<file path="config.mk">
export PLATFORM = sky130hd
export DESIGN_NAME = dof_group_elimination_remap_top
export DESIGN_NICKNAME = d
export VERILOG_FILES = /design/src/dofge_pkg.sv /design/src/dofge_ram.sv /design/src/dofge_ctrl.sv /design/src/dofge_dp.sv /design/src/dof_group_elimination_remap_top.sv
export SDC_FILE = /design/constraint.sdc
export NUM_CORES = 2
export LEC_CHECK = 0
export BUFFER_PORTS_ARGS = -buffer_cell sky130_fd_sc_hd__buf_2
export CAP_MARGIN = 20
export CORE_UTILIZATION = 24
export CTS_CLUSTER_SIZE = 16
export DETAILED_ROUTE_END_ITERATION = 6
export GPL_ROUTABILITY_DRIVEN = 0
export PLACE_DENSITY_LB_ADDON = 0.05
export SLEW_MARGIN = 20
export SYNTH_ARGS = -nofsm -noshare
export SYNTH_HDL_FRONTEND = slang
export SYNTH_HIERARCHICAL = 1
export SYNTH_SLANG_ARGS = --single-unit
</file>
<file path="constraint.sdc">
create_clock -name clk -period 6.8 [get_ports clk]
set_input_delay 0.68 -clock clk [delete_from_list [all_inputs] [get_ports clk]]
set_output_delay 0.68 -clock clk [all_outputs]
set_load 0.01 [all_outputs]
</file>
<file path="src/dofge_pkg.sv">
// ----------------------------------------------------------------------------
// DOF group elimination remap - shared package
// Field widths, command and status codes, controller states and the
// controller-to-datapath command bundle.
// ----------------------------------------------------------------------------
package dofge_pkg;

  localparam int unsigned DEF_TABLE_DEPTH = 64;
  localparam int unsigned DEF_NODE_COUNT  = 65536;

  localparam int unsigned CMD_W = 2;
  localparam int unsigned ID_W  = 16;
  localparam int unsigned IDX_W = 18;
  localparam int unsigned VAL_W = 64;
  localparam int unsigned STS_W = 3;

  localparam int unsigned IN_TDATA_W  = 120;
  localparam int unsigned IN_TUSER_W  = 3;
  localparam int unsigned OUT_TDATA_W = 104;
  localparam int unsigned OUT_TUSER_W = 4;

  localparam logic [CMD_W-1:0] CMD_ADD    = 2'd0;
  localparam logic [CMD_W-1:0] CMD_REMOVE = 2'd1;
  localparam logic [CMD_W-1:0] CMD_CLEAR  = 2'd2;
  localparam logic [CMD_W-1:0] CMD_ENTRY  = 2'd3;

  localparam logic [STS_W-1:0] STS_ENTRY     = 3'd0;
  localparam logic [STS_W-1:0] STS_ADDED     = 3'd1;
  localparam logic [STS_W-1:0] STS_DUPLICATE = 3'd2;
  localparam logic [STS_W-1:0] STS_FULL      = 3'd3;
  localparam logic [STS_W-1:0] STS_REMOVED   = 3'd4;
  localparam logic [STS_W-1:0] STS_ABSENT    = 3'd5;
  localparam logic [STS_W-1:0] STS_CLEARED   = 3'd6;

  localparam logic [VAL_W-1:0] ONE_BITS  = 64'h3FF0_0000_0000_0000;
  localparam logic [VAL_W-1:0] ZERO_BITS = 64'h0000_0000_0000_0000;

  typedef enum logic [1:0] {
    ST_IDLE,
    ST_SCAN,
    ST_DRAIN,
    ST_FINISH
  } ctl_state_t;

  typedef struct packed {
    logic load;
    logic rd_en;
    logic commit;
  } ctl_t;

endpackage

</file>
<file path="src/dofge_ram.sv">
// ----------------------------------------------------------------------------
// DOF group elimination remap - generic RAM
// One write port, one read port, registered read data.
// ----------------------------------------------------------------------------
module dofge_ram #(
  parameter int unsigned WIDTH = 16,
  parameter int unsigned DEPTH = 64,
  localparam int unsigned AW = (DEPTH > 1) ? $clog2(DEPTH) : 1
) (
  input  logic             clk,
  input  logic             we,
  input  logic [AW-1:0]    waddr,
  input  logic [WIDTH-1:0] wdata,
  input  logic [AW-1:0]    raddr,
  output logic [WIDTH-1:0] rdata
);

  logic [WIDTH-1:0] mem [DEPTH];
  logic [WIDTH-1:0] rdata_r;

  always_ff @(posedge clk) begin
    if (we) begin
      mem[waddr] <= wdata;
    end
    rdata_r <= mem[raddr];
  end

  assign rdata = rdata_r;

endmodule

</file>
<file path="src/dofge_ctrl.sv">
// ----------------------------------------------------------------------------
// DOF group elimination remap - controller
// Per word: load, scan all slots, drain, commit; a clear skips scan and drain.
// ----------------------------------------------------------------------------
module dofge_ctrl #(
  parameter int unsigned TABLE_DEPTH = dofge_pkg::DEF_TABLE_DEPTH,
  localparam int unsigned SLOT_W = (TABLE_DEPTH > 1) ? $clog2(TABLE_DEPTH) : 1
) (
  input  logic                          clk,
  input  logic                          rst_n,
  input  logic                          in_tvalid,
  output logic                          in_tready,
  input  logic [dofge_pkg::CMD_W-1:0]   in_cmd,
  input  logic                          commit_ok,
  output dofge_pkg::ctl_t               ctl,
  output logic [SLOT_W-1:0]             rd_addr
);

  dofge_pkg::ctl_state_t state_r, state_nxt;
  logic [SLOT_W-1:0]     ctr_r, ctr_nxt;

  always_ff @(posedge clk) begin
    if (!rst_n) begin
      state_r <= dofge_pkg::ST_IDLE;
      ctr_r   <= '0;
    end else begin
      state_r <= state_nxt;
      ctr_r   <= ctr_nxt;
    end
  end

  always_comb begin
    state_nxt  = state_r;
    ctr_nxt    = ctr_r;
    in_tready  = 1'b0;
    ctl.load   = 1'b0;
    ctl.rd_en  = 1'b0;
    ctl.commit = 1'b0;
    case (state_r)
      dofge_pkg::ST_IDLE: begin
        in_tready = 1'b1;
        ctr_nxt   = '0;
        if (in_tvalid) begin
          ctl.load  = 1'b1;
          state_nxt = (in_cmd == dofge_pkg::CMD_CLEAR) ? dofge_pkg::ST_FINISH
                                                       : dofge_pkg::ST_SCAN;
        end
      end
      dofge_pkg::ST_SCAN: begin
        ctl.rd_en = 1'b1;
        if (ctr_r == SLOT_W'(TABLE_DEPTH - 1)) begin
          state_nxt = dofge_pkg::ST_DRAIN;
        end else begin
          ctr_nxt = ctr_r + 1'b1;
        end
      end
      dofge_pkg::ST_DRAIN: begin
        state_nxt = dofge_pkg::ST_FINISH;
      end
      dofge_pkg::ST_FINISH: begin
        if (commit_ok) begin
          ctl.commit = 1'b1;
          state_nxt  = dofge_pkg::ST_IDLE;
        end
      end
      default: begin
        state_nxt = dofge_pkg::ST_IDLE;
      end
    endcase
  end

  assign rd_addr = ctr_r;

endmodule

</file>
<file path="src/dofge_dp.sv">
// ----------------------------------------------------------------------------
// DOF group elimination remap - datapath
// Word registers, per-slot group compares and rank counters, valid bits,
// mode register and the output register.
// ----------------------------------------------------------------------------
module dofge_dp #(
  parameter int unsigned TABLE_DEPTH = dofge_pkg::DEF_TABLE_DEPTH,
  parameter int unsigned NODE_COUNT  = dofge_pkg::DEF_NODE_COUNT,
  localparam int unsigned SLOT_W = (TABLE_DEPTH > 1) ? $clog2(TABLE_DEPTH) : 1,
  localparam int unsigned CNT_W  = $clog2(TABLE_DEPTH + 1)
) (
  input  logic                                clk,
  input  logic                                rst_n,
  input  dofge_pkg::ctl_t                     ctl,
  output logic                                commit_ok,
  input  logic [SLOT_W-1:0]                   rd_addr,
  input  logic                                cfg_valid,
  input  logic                                cfg_data,
  input  logic [dofge_pkg::CMD_W-1:0]         in_cmd,
  input  logic [dofge_pkg::ID_W-1:0]          in_node_id,
  input  logic [dofge_pkg::IDX_W-1:0]         in_entry_row,
  input  logic [dofge_pkg::IDX_W-1:0]         in_entry_col,
  input  logic                                in_entry_is_vector,
  input  logic [dofge_pkg::VAL_W-1:0]         in_entry_value,
  output logic                                ram_we,
  output logic [SLOT_W-1:0]                   ram_waddr,
  output logic [dofge_pkg::ID_W-1:0]          ram_wdata,
  input  logic [dofge_pkg::ID_W-1:0]          ram_rdata,
  output logic                                out_tvalid,
  input  logic                                out_tready,
  output logic [dofge_pkg::STS_W-1:0]         out_status,
  output logic [dofge_pkg::IDX_W-1:0]         out_row,
  output logic [dofge_pkg::IDX_W-1:0]         out_col,
  output logic                                out_is_vector,
  output logic [dofge_pkg::VAL_W-1:0]         out_value
);

  localparam int unsigned IW = dofge_pkg::IDX_W;

  logic [dofge_pkg::CMD_W-1:0] cmd_r;
  logic [dofge_pkg::ID_W-1:0]  id_r;
  logic [IW-1:0]               row_r, col_r;
  logic                        vec_r;
  logic [dofge_pkg::VAL_W-1:0] val_r;

  logic                        mode_r;
  logic [TABLE_DEPTH-1:0]      valid_r, valid_nxt;
  logic                        cmp_en_r;
  logic [SLOT_W-1:0]           slot_q_r;

  logic                        row_hit_r, row_hit_nxt;
  logic                        col_hit_r, col_hit_nxt;
  logic [CNT_W-1:0]            row_cnt_r, row_cnt_nxt;
  logic [CNT_W-1:0]            col_cnt_r, col_cnt_nxt;
  logic                        found_r, found_nxt;
  logic [SLOT_W-1:0]           found_slot_r, found_slot_nxt;
  logic                        free_r, free_nxt;
  logic [SLOT_W-1:0]           free_slot_r, free_slot_nxt;

  logic                        out_valid_r, out_valid_nxt;
  logic [dofge_pkg::STS_W-1:0] out_status_r;
  logic [IW-1:0]               out_row_r, out_col_r;
  logic                        out_vec_r;
  logic [dofge_pkg::VAL_W-1:0] out_value_r;

  logic                        slot_live;
  logic [IW-1:0]               base;
  logic [IW:0]                 base_top;
  logic                        in_range, add_ok, rm_ok, hit, has_result;
  logic [dofge_pkg::STS_W-1:0] sts;
  logic [IW-1:0]               res_row, res_col;
  logic [dofge_pkg::VAL_W-1:0] res_val;

  always_ff @(posedge clk) begin
    if (!rst_n) begin
      mode_r      <= 1'b0;
      valid_r     <= '0;
      cmp_en_r    <= 1'b0;
      out_valid_r <= 1'b0;
    end else begin
      if (cfg_valid) begin
        mode_r <= cfg_data;
      end
      valid_r     <= valid_nxt;
      cmp_en_r    <= ctl.rd_en;
      out_valid_r <= out_valid_nxt;
    end
  end

  always_ff @(posedge clk) begin
    if (ctl.load) begin
      cmd_r <= in_cmd;
      id_r  <= in_node_id;
      row_r <= in_entry_row;
      col_r <= in_entry_is_vector ? '0 : in_entry_col;
      vec_r <= in_entry_is_vector;
      val_r <= in_entry_value;
    end
    slot_q_r     <= rd_addr;
    row_hit_r    <= row_hit_nxt;
    col_hit_r    <= col_hit_nxt;
    row_cnt_r    <= row_cnt_nxt;
    col_cnt_r    <= col_cnt_nxt;
    found_r      <= found_nxt;
    found_slot_r <= found_slot_nxt;
    free_r       <= free_nxt;
    free_slot_r  <= free_slot_nxt;
    if (ctl.commit && has_result) begin
      out_status_r <= sts;
      out_row_r    <= res_row;
      out_col_r    <= res_col;
      out_vec_r    <= (cmd_r == dofge_pkg::CMD_ENTRY) ? vec_r : 1'b0;
      out_value_r  <= res_val;
    end
  end

  // slot compare: group of id d spans 3d .. 3d+2
  always_comb begin
    slot_live      = cmp_en_r && valid_r[slot_q_r];
    base           = IW'({ram_rdata, 1'b0}) + IW'(ram_rdata);
    base_top       = {1'b0, base} + (IW+1)'(3);
    row_hit_nxt    = row_hit_r;
    col_hit_nxt    = col_hit_r;
    row_cnt_nxt    = row_cnt_r;
    col_cnt_nxt    = col_cnt_r;
    found_nxt      = found_r;
    found_slot_nxt = found_slot_r;
    free_nxt       = free_r;
    free_slot_nxt  = free_slot_r;
    if (ctl.load) begin
      row_hit_nxt = 1'b0;
      col_hit_nxt = 1'b0;
      row_cnt_nxt = '0;
      col_cnt_nxt = '0;
      found_nxt   = 1'b0;
      free_nxt    = 1'b0;
    end else if (slot_live) begin
      if (row_r >= base && {1'b0, row_r} < base_top) begin
        row_hit_nxt = 1'b1;
      end
      if (col_r >= base && {1'b0, col_r} < base_top) begin
        col_hit_nxt = 1'b1;
      end
      if ({1'b0, base} + (IW+1)'(2) < {1'b0, row_r}) begin
        row_cnt_nxt = row_cnt_r + 1'b1;
      end
      if ({1'b0, base} + (IW+1)'(2) < {1'b0, col_r}) begin
        col_cnt_nxt = col_cnt_r + 1'b1;
      end
      if (ram_rdata == id_r) begin
        found_nxt      = 1'b1;
        found_slot_nxt = slot_q_r;
      end
    end else if (cmp_en_r && !free_r) begin
      free_nxt      = 1'b1;
      free_slot_nxt = slot_q_r;
    end
  end

  always_comb begin
    in_range   = 32'(id_r) < 32'(NODE_COUNT);
    add_ok     = in_range && !found_r && free_r;
    rm_ok      = in_range && found_r;
    hit        = row_hit_r || (!vec_r && col_hit_r);
    has_result = !(cmd_r == dofge_pkg::CMD_ENTRY && !mode_r && hit);
    sts        = dofge_pkg::STS_ENTRY;
    res_row    = '0;
    res_col    = '0;
    res_val    = dofge_pkg::ZERO_BITS;
    case (cmd_r)
      dofge_pkg::CMD_ADD: begin
        if (!in_range) begin
          sts = dofge_pkg::STS_ABSENT;
        end else if (found_r) begin
          sts = dofge_pkg::STS_DUPLICATE;
        end else if (!free_r) begin
          sts = dofge_pkg::STS_FULL;
        end else begin
          sts = dofge_pkg::STS_ADDED;
        end
      end
      dofge_pkg::CMD_REMOVE: begin
        sts = rm_ok ? dofge_pkg::STS_REMOVED : dofge_pkg::STS_ABSENT;
      end
      dofge_pkg::CMD_CLEAR: begin
        sts = dofge_pkg::STS_CLEARED;
      end
      dofge_pkg::CMD_ENTRY: begin
        sts = dofge_pkg::STS_ENTRY;
        if (!mode_r) begin
          res_row = row_r - (IW'({row_cnt_r, 1'b0}) + IW'(row_cnt_r));
          res_col = col_r - (IW'({col_cnt_r, 1'b0}) + IW'(col_cnt_r));
          res_val = val_r;
        end else begin
          res_row = row_r;
          res_col = col_r;
          if (hit) begin
            res_val = (!vec_r && row_r == col_r) ? dofge_pkg::ONE_BITS
                                                 : dofge_pkg::ZERO_BITS;
          end else begin
            res_val = val_r;
          end
        end
      end
      default: begin
        sts = dofge_pkg::STS_ENTRY;
      end
    endcase
  end

  always_comb begin
    commit_ok = !has_result || !out_valid_r || out_tready;
    valid_nxt = valid_r;
    ram_we    = 1'b0;
    if (ctl.commit) begin
      case (cmd_r)
        dofge_pkg::CMD_ADD: begin
          if (add_ok) begin
            valid_nxt[free_slot_r] = 1'b1;
            ram_we                 = 1'b1;
          end
        end
        dofge_pkg::CMD_REMOVE: begin
          if (rm_ok) begin
            valid_nxt[found_slot_r] = 1'b0;
          end
        end
        dofge_pkg::CMD_CLEAR: begin
          valid_nxt = '0;
        end
        default: begin
          valid_nxt = valid_r;
        end
      endcase
    end
    if (ctl.commit && has_result) begin
      out_valid_nxt = 1'b1;
    end else if (out_tready) begin
      out_valid_nxt = 1'b0;
    end else begin
      out_valid_nxt = out_valid_r;
    end
  end

  assign ram_waddr     = free_slot_r;
  assign ram_wdata     = id_r;
  assign out_tvalid    = out_valid_r;
  assign out_status    = out_status_r;
  assign out_row       = out_row_r;
  assign out_col       = out_col_r;
  assign out_is_vector = out_vec_r;
  assign out_value     = out_value_r;

endmodule

</file>
<file path="src/dof_group_elimination_remap_top.sv">
// ----------------------------------------------------------------------------
// DOF group elimination remap - top level
// Holds a table of constrained node ids; drops or overwrites sparse matrix
// and vector entries on a held node's three rows; remove mode remaps others.
//
// in_*  : one word per command (add, remove, clear) or matrix/vector entry.
// out_* : at most one word back per input word; a dropped entry gives none.
// cfg_* : elimination mode, 0 remove rows/cols, 1 overwrite in place.
// Each add, remove or entry scans every table slot through the id RAM,
// one slot per cycle, then drains the last compare and commits its result;
// a clear skips the scan and the drain. A new input word is accepted only
// once the previous word has committed.
// The output register holds a finished word while the next input word is
// accepted and processed; a stalled receiver holds the block only when a
// new result is ready and the output register is still full.
// Reset empties the table and sets remove mode; no clearing pass is needed.
// ----------------------------------------------------------------------------
module dof_group_elimination_remap_top #(
  parameter int unsigned TABLE_DEPTH = dofge_pkg::DEF_TABLE_DEPTH,
  parameter int unsigned NODE_COUNT  = dofge_pkg::DEF_NODE_COUNT
) (
  input  logic                                 clk,
  input  logic                                 rst_n,
  input  logic                                 in_tvalid,
  output logic                                 in_tready,
  // node_id[15:0], entry_row[33:16], entry_col[51:34], entry_value[115:52]
  input  logic [dofge_pkg::IN_TDATA_W-1:0]     in_tdata,
  // cmd[1:0], entry_is_vector[2]
  input  logic [dofge_pkg::IN_TUSER_W-1:0]     in_tuser,
  output logic                                 out_tvalid,
  input  logic                                 out_tready,
  // out_row[17:0], out_col[35:18], out_value[99:36]
  output logic [dofge_pkg::OUT_TDATA_W-1:0]    out_tdata,
  // status[2:0], out_is_vector[3]
  output logic [dofge_pkg::OUT_TUSER_W-1:0]    out_tuser,
  input  logic                                 cfg_valid,
  output logic                                 cfg_ready,
  input  logic                                 cfg_data
);

  localparam int unsigned SLOT_W = (TABLE_DEPTH > 1) ? $clog2(TABLE_DEPTH) : 1;

  dofge_pkg::ctl_t                  ctl;
  logic                             commit_ok;
  logic [SLOT_W-1:0]                rd_addr;
  logic                             ram_we;
  logic [SLOT_W-1:0]                ram_waddr;
  logic [dofge_pkg::ID_W-1:0]       ram_wdata, ram_rdata;
  logic [dofge_pkg::STS_W-1:0]      out_status;
  logic [dofge_pkg::IDX_W-1:0]      out_row, out_col;
  logic                             out_is_vector;
  logic [dofge_pkg::VAL_W-1:0]      out_value;

  assign cfg_ready = 1'b1;

  dofge_ctrl #(
    .TABLE_DEPTH (TABLE_DEPTH)
  ) u_ctrl (
    .clk       (clk),
    .rst_n     (rst_n),
    .in_tvalid (in_tvalid),
    .in_tready (in_tready),
    .in_cmd    (in_tuser[1:0]),
    .commit_ok (commit_ok),
    .ctl       (ctl),
    .rd_addr   (rd_addr)
  );

  dofge_ram #(
    .WIDTH (dofge_pkg::ID_W),
    .DEPTH (TABLE_DEPTH)
  ) u_id_ram (
    .clk   (clk),
    .we    (ram_we),
    .waddr (ram_waddr),
    .wdata (ram_wdata),
    .raddr (rd_addr),
    .rdata (ram_rdata)
  );

  dofge_dp #(
    .TABLE_DEPTH (TABLE_DEPTH),
    .NODE_COUNT  (NODE_COUNT)
  ) u_dp (
    .clk                (clk),
    .rst_n              (rst_n),
    .ctl                (ctl),
    .commit_ok          (commit_ok),
    .rd_addr            (rd_addr),
    .cfg_valid          (cfg_valid),
    .cfg_data           (cfg_data),
    .in_cmd             (in_tuser[1:0]),
    .in_node_id         (in_tdata[15:0]),
    .in_entry_row       (in_tdata[33:16]),
    .in_entry_col       (in_tdata[51:34]),
    .in_entry_is_vector (in_tuser[2]),
    .in_entry_value     (in_tdata[115:52]),
    .ram_we             (ram_we),
    .ram_waddr          (ram_waddr),
    .ram_wdata          (ram_wdata),
    .ram_rdata          (ram_rdata),
    .out_tvalid         (out_tvalid),
    .out_tready         (out_tready),
    .out_status         (out_status),
    .out_row            (out_row),
    .out_col            (out_col),
    .out_is_vector      (out_is_vector),
    .out_value          (out_value)
  );

  assign out_tdata = {4'b0, out_value, out_col, out_row};
  assign out_tuser = {out_is_vector, out_status};

endmodule

</file>
-- Word level (Yosys, flattened, before mapping)
Memory sizes are Yosys's and may differ from the RTL's. A register that Yosys moved wholly into a read port is not among the register bits.
Cells that the tools add are included.
Widths: inputs -> output; s select.
- add/subtract/negate cells: 10
- $lt $le $gt $ge: 11
- mux-type cells: 38
- equal/unequal tests: 16
- reductions and logical operators: 37
- bitwise operators: 5
- operators by type and width (kind ; number):
    $mux 64 ; 4
    $pmux 64 s3 ; 1
    $and 64x64->64 ; 1
    $not 64->64 ; 1
    $or 64x64->64 ; 1
    $mux 62 ; 1
    $add 18x2->19 const B ; 2
    $lt 18x19->1 ; 2
    $lt 19x18->1 ; 2
    $ge 18x18->1 ; 2
    $mux 18 ; 2
    $sub 18x18->18 ; 2
    $lt 6x7->1 const B ; 3
    $add 17x16->18 ; 1
    $add 8x7->9 ; 2
    $eq 18x18->1 ; 1
    $mux 1 ; 17
    $eq 16x16->1 ; 1
    $add 7x1->7 const B ; 2
    $reduce_and 2->1 ; 7
    $demux 1 s6 ; 2
    $ge 6x1->1 const B ; 2
    $logic_and 1x1->1 ; 12
    $pmux 3 s4 ; 1
    20 further kinds ; 45
- input bits: 129
- logic and storage cells: 144
- bits in writable memories: 1024
- output and inout bits: 111
- memories kept: 1
- bits in registers: 334
- memories (memory ; depth ; width ; rd ports ; clocked after Yosys merged registers in ; write ports ; line ; source):
    u_id_ram.mem ; 64 ; 16 ; 1 ; 1 ; 1 ; dofge_ram.sv:18 ; logic [WIDTH-1:0] mem [DEPTH];

-- Logic depth before layout (Yosys ltp)
- word-level depth: 11
- depth in mapped cells: 23
- gate-level depth less buffers: 22

-- By module
The synthesis kept the hierarchy.
- by module, submodules not included (module ; area each (um^2) ; instances ; cells an instance ; seq. area each (um^2)):
    dofge_ram ; 40042.2 ; 1 ; 1829 ; 31069.8
    dofge_dp ; 18911.9 ; 1 ; 1778 ; 8878.5
    dofge_ctrl ; 491.7 ; 1 ; 56 ; 160.2
    dof_group_elimination_remap_top ; 52.6 ; 1 ; 8 ; 0.0

-- Worst setup path after synthesis
No wires, ideal clock.
- path type: register to register
- start: reg u_ctrl.state_r[0]
- end: reg u_dp.found_r
- library setup time: 0.114 ns
- clock period less this slack: 6.872 ns
- data required time: 6.686 ns
- path buffers: 1
- slack: -0.072 ns
- arrival: 6.758 ns
- stages on the path, launching flop included: 9
- path through: dfxtp_1 -> inv_1 -> ha_1 -> inv_1 -> nor2_1 -> clkbuf_1 -> inv_1 -> and4_1 -> a21o_1
- RTL lines (what ; line ; source):
    start: declaration ; dofge_ctrl.sv:19 ; dofge_pkg::ctl_state_t state_r, state_nxt;
    start signal: assignment ; dofge_ctrl.sv:24 ; state_r <= dofge_pkg::ST_IDLE;
    start signal: assignment ; dofge_ctrl.sv:27 ; state_r <= state_nxt;
    end signal: assignment ; dofge_dp.sv:104 ; found_r <= found_nxt;
    end: declaration ; dofge_dp.sv:55 ; logic found_r, found_nxt;

-- Worst setup path in the final report
- start: reg u_id_ram.rdata_r[1] (netlist: u_id_ram/rdata[1]) (read register of u_id_ram.mem)
- end: reg u_dp.row_cnt_r[3]
- word-level cells in the longest chain between the ends: 4
- ends and longest elaborated chain (what ; line ; source):
    start: declaration ; dofge_ram.sv:19 ; logic [WIDTH-1:0] rdata_r;
    $add 17x16->18 ; dofge_dp.sv:120 ; base = IW'({ram_rdata, 1'b0}) + IW'(ram_rdata);
    $add 18x2->19 ; dofge_dp.sv:144 ; if ({1'b0, base} + (IW+1)'(2) < {1'b0, row_r}) begin
    $lt 19x18->1 ; dofge_dp.sv:144 ;
    $reduce_and 2->1 (no line) ; -- ;
    end signal: assignment ; dofge_dp.sv:102 ; row_cnt_r <= row_cnt_nxt;
    end: declaration ; dofge_dp.sv:53 ; logic [CNT_W-1:0] row_cnt_r, row_cnt_nxt;
No other way between the ends.
A chain may end at the register's enable or synchronous reset.

==> impl_results.rst <==
.. list-table::
   :header-rows: 1

   * - Metric
     - Value
   * - Result of the run
     - complete, no violations
   * - Number of standard cells after synthesis
     - 3671
   * - Num CTS Buffers
     - 166
   * - Worst Path Required
     - 7.50 ns
   * - Largest area contributor in the synthesized netlist
     - sky130_fd_sc_hd__edfxtp_1
   * - Initial Utilization
     - 24.2%
   * - Seq/Total Area, Yosys
     - 67.4%
   * - Number of distinct standard cells referenced by the synthesized netlist
     - 107
   * - Most used DFF post-synth
     - sky130_fd_sc_hd__edfxtp_1
   * - Clock slew at reported path FFs
     - 0.06 ns
   * - Largest buffer count on any clock path
     - 3
   * - Clock tree skew after final layout
     - 0.0348 ns
   * - Overall power
     - 23.7 mW
   * - Number of antenna-violating nets in the routed design
     - 0
   * - Reg-to-reg critical path endpoint
     - u_dp/row_cnt_r[3]
   * - Yosys synthesis warning count
     - 6
   * - Final nets
     - 4435
   * - I/O pin count
     - 240
   * - Number of sinks driven by the clock tree
     - 1374
   * - DR DRC count
     - 0
   * - Via count of the first global-routing pass
     - 34.6k
   * - Number of DRC markers in iteration 0
     - 2046
   * - Detailed Routing Iterations Pass 1
     - 5
   * - Most common cell after layout, fill and taps aside
     - sky130_fd_sc_hd__edfxtp_1
   * - Area enclosed by the die boundary
     - 0.250 sq mm
   * - Die span in y
     - 500 um
   * - Net Switching
     - 6.97 mW
   * - CTS H-tree lvls
     - 4
   * - Final Worst Setup Slack
     - 1.01 ns
   * - Cell at the root of the clock tree
     - sky130_fd_sc_hd__clkbuf_16
   * - Skew-Pair Late Insertion Delay
     - 0.81 ns
   * - Worst hold path class
     - in2reg
   * - Period Utilization, post-route
     - 85.1%
   * - Worst hold start
     - in_tuser[1]
   * - Family with the most delay on the worst path
     - simple AND/OR/NAND/NOR gates
   * - Yosys top cell area share
     - 63.5%
   * - Fraction of layout instances using a drive strength above 1
     - 22.9%
   * - Relative slew margins
     - 28.3%
   * - Die W
     - 500 um
   * - Count of endpoints failing setup in the final report
     - 0
   * - TritonCTS clock tree
     - built
   * - Power Density
     - 333 mW/mm^2
   * - Number of vias per cell
     - 4.38
   * - Share of total power in sequential cells
     - 43.1%
   * - Worst Max-Slew Pin Slew
     - 1.08 ns
   * - Placement-stage worst setup slack
     - 0.935 ns
   * - Largest driver fanout on the critical path
     - 10
   * - Placed cell area
     - 0.0650 sq mm
   * - Setup bufs post-CTS
     - 0
   * - Mean routed wirelength per cell
     - 24.8 um
   * - Worst Setup Start Kind
     - register
   * - Synthesis-to-finish area growth
     - 19.7%
   * - Combined area of the multi-input logic cells
     - 0.0180 sq mm
   * - Synth Area per Inst
     - 16.2 sq um
   * - Global Route Usage Sum
     - 14.9%
   * - Bufs and invs on worst path
     - 2
   * - Post-synth EDFFs
     - 1259
   * - Internal power summed over all cells
     - 16.8 mW
   * - Critical path data arrival time
     - 6.49 ns
   * - Pin count of the biggest net entering global routing
     - 138
   * - Fillcell total
     - 24.6k
   * - Slowest Stage Delay on Critical Path
     - 0.44 ns
   * - Final hold violation count
     - 0
   * - Port bufs
     - 230
   * - Setup repair after global routing missed its margin
     - no
   * - Core area
     - 0.246 sq mm
   * - Cts repair resizes
     - 0
   * - Total number of vias
     - 33.3k
   * - Count of state elements after synthesis
     - 1374
   * - Final critical delay including setup and external delays
     - 5.79 ns
   * - Clock Power Share
     - 36.1%
   * - Max-slew violation count
     - 0
   * - Global-route wire length before repair
     - 266 mm
   * - Final sum of negative setup slack
     - 0 ns
   * - Highest Clock Rate
     - 0.173 GHz
   * - Number of maximum-capacitance constraint violations
     - 0
   * - Worst ir drop on vdd
     - 0.229 mV
   * - Share of total power consumed by net switching
     - 29.4%
   * - Area contributors post-synth
     - sky130_fd_sc_hd__edfxtp_1, sky130_fd_sc_hd__mux4_2, sky130_fd_sc_hd__dfxtp_1
   * - Total global routing overflow
     - 0
   * - Commonest cells after routing, fill and taps aside
     - sky130_fd_sc_hd__edfxtp_1, sky130_fd_sc_hd__nand2_1, sky130_fd_sc_hd__mux4_2
   * - Routed WL
     - 188 mm
   * - Final standard cell area without fillers
     - 0.0712 sq mm
   * - HPWL after detailed placement
     - 119 mm
   * - Area occupied by registers
     - 0.0401 sq mm
   * - Initial antenna violation count
     - 12
   * - Slowest cell on the critical path
     - sky130_fd_sc_hd__xnor2_1
   * - Fraction of synthesis flops using an asynchronous set or reset pin
     - 0%
   * - Critical path, cell by cell
     - ha_1 -> inv_1 -> fa_1 -> nand2b_1 -> o2bb2ai_1 -> xnor2_1 -> inv_1 -> nor3_1 -> nand3_1 -> nor2_1 -> xnor2_1 -> ha_1 -> a21o_1 -> a21oi_1 -> nor2b_1 -> a2111oi_0 -> o31ai_1 -> a31oi_1 -> nand2_1 -> or3_1 -> a21oi_1
   * - Class of the most critical setup path
     - reg2reg
   * - Category of the worst setup path capture point
     - register
   * - Number of core rows
     - 182
   * - Combinational share of power
     - 20.7%
   * - Netlist area before placement
     - 0.0595 sq mm
   * - Worst Reg2Reg Path Length in Cells
     - 21
   * - Leakage Power
     - 23.2 nW
   * - Worst min-delay path endpoint
     - u_dp/cmd_r[1]
   * - Worst-case register-to-register setup slack
     - 1.01 ns
   * - Hold-critical path depth
     - 1
   * - Critical R2R Launch
     - u_id_ram/rdata[1]
[synthesized netlist by cell type (all sizes together), types with 15 or more instances]
master / count
mux2: 29
nand4: 29
a31oi: 19
inv: 109
ha: 163
and2: 106
a21o: 26
edfxtp: 1259
and3: 68
mux2i: 90
a211oi: 18
nor2b: 70
dfxtp: 115
o31ai: 15
nor3: 29
o21ai: 186
a221oi: 19
nand3: 51
o21a: 27
mux4: 244
a22oi: 40
nor4: 20
clkbuf: 82
nand2: 256
a21oi: 79
buf: 98
nor2: 126
xnor2: 84
[layout make-up]
type / count / area share [%]
antenna: 12 / 0.0422
clock buffer: 227 / 6.25
clock inverter: 80 / 1.05
inverter: 111 / 0.585
multi-input combinational: 2009 / 25.3
sequential: 1374 / 56.3
tap: 3312 / 5.82
timing repair buffer: 468 / 4.57
[routing by layer]
metal	wire, um	track usage (%)	up-vias
li1	-	-	15300
met1	86800	20.3	17200
met3	6320	2.13	226
met4	3740	3.57	4
met2	91500	25.0	579
met5	27	0	-
[what timing repair did]
action                                 CTS  global route
hold buffers                            97             0
endpoints found under the hold margin   97             0
setup endpoints to repair                0             0
[how the worst max path moves through the flow]
| stage | from | end | cells past startpoint |
|---|---|---|---|
| 6_report | u_id_ram/rdata[1] | u_dp/row_cnt_r[3] | 21 |
| 5_1_grt | u_id_ram/rdata[1] | u_dp/row_cnt_r[4] | 21 |
| 4_1_cts | u_id_ram/rdata[1] | u_dp/row_cnt_r[3] | 20 |
| 3_5_place_dp | u_id_ram/rdata[1] | u_dp/row_cnt_r[5] | 20 |
| 3_3_place_gp | u_id_ram/rdata[1] | u_dp/row_cnt_r[6] | 21 |
| 2_1_floorplan | u_ctrl/state_r[0] | u_dp/found_r | 8 |
[cell families after synthesis]
kind of cell | share of synthesized area (%)
DFF | 67.4
other | 0.0126
adders and majority gates | 3.96
buffers and inverters | 2.52
AOI/OAI and AO/OA | 5.92
and+or+nand+nor | 7.41
muxes | 11.3
xor gates and xnor gates | 1.45
[flip-flops by register name, summed over array words and instances (netlist names), 2 cells and up]
signal             count
u_ctrl/rd_addr         6
u_ctrl/state_r         2
u_dp/cmd_r             2
u_dp/col_cnt_r         7
u_dp/col_r            18
u_dp/found_slot_r      6
u_dp/out_col          18
u_dp/out_row          18
u_dp/out_status        3
u_dp/out_value        64
u_dp/ram_waddr         6
u_dp/ram_wdata        16
u_dp/row_cnt_r         7
u_dp/row_r            18
u_dp/slot_q_r          6
u_dp/val_r            64
u_dp/valid_r          64
u_id_ram/mem        1024
u_id_ram/rdata        16
[stage by stage]
| step | std cells | hold slack, ns | utilization (%) |
|---|---|---|---|
| 3_3_place_gp | 7175 | 0.476 | 26.4 |
| 3_5_place_dp | 7176 | 0.486 | 26.4 |
| 2_1_floorplan | 3674 | 0.382 | - |
| 5_1_grt | 7582 | 0.0432 | 28.9 |
| 4_1_cts | 7580 | 0.0131 | 28.9 |
| 6_report | 7593 | 0.0990 | 28.9 |
[worst register-to-register path, cell delays in order (launching register included)]
cell and delay (ns):
sky130_fd_sc_hd__dfxtp_1 0.42, sky130_fd_sc_hd__ha_1 0.25, sky130_fd_sc_hd__inv_1 0.07, sky130_fd_sc_hd__fa_1 0.38, sky130_fd_sc_hd__nand2b_1 0.26, sky130_fd_sc_hd__o2bb2ai_1 0.25
sky130_fd_sc_hd__xnor2_1 0.44, sky130_fd_sc_hd__inv_1 0.28, sky130_fd_sc_hd__nor3_1 0.36, sky130_fd_sc_hd__nand3_1 0.30, sky130_fd_sc_hd__nor2_1 0.22, sky130_fd_sc_hd__xnor2_1 0.14
sky130_fd_sc_hd__ha_1 0.21, sky130_fd_sc_hd__a21o_1 0.17, sky130_fd_sc_hd__a21oi_1 0.14, sky130_fd_sc_hd__nor2b_1 0.06, sky130_fd_sc_hd__a2111oi_0 0.43, sky130_fd_sc_hd__o31ai_1 0.14
sky130_fd_sc_hd__a31oi_1 0.35, sky130_fd_sc_hd__nand2_1 0.29, sky130_fd_sc_hd__or3_1 0.42, sky130_fd_sc_hd__a21oi_1 0.14
[power by group through the flow]
stage | logic [mW] | clock network (mW) | registers, mW
3_5_place_dp | 5.06 | 0 | 10.4
6_report | 4.92 | 8.57 | 10.2
5_1_grt | 5.50 | 9.19 | 10.3
3_3_place_gp | 5.09 | 0 | 10.4
4_1_cts | 5.12 | 8.92 | 10.3
2_1_floorplan | 3.19 | 0 | 10.5
Note: power is estimated with default switching activity, not from simulation.
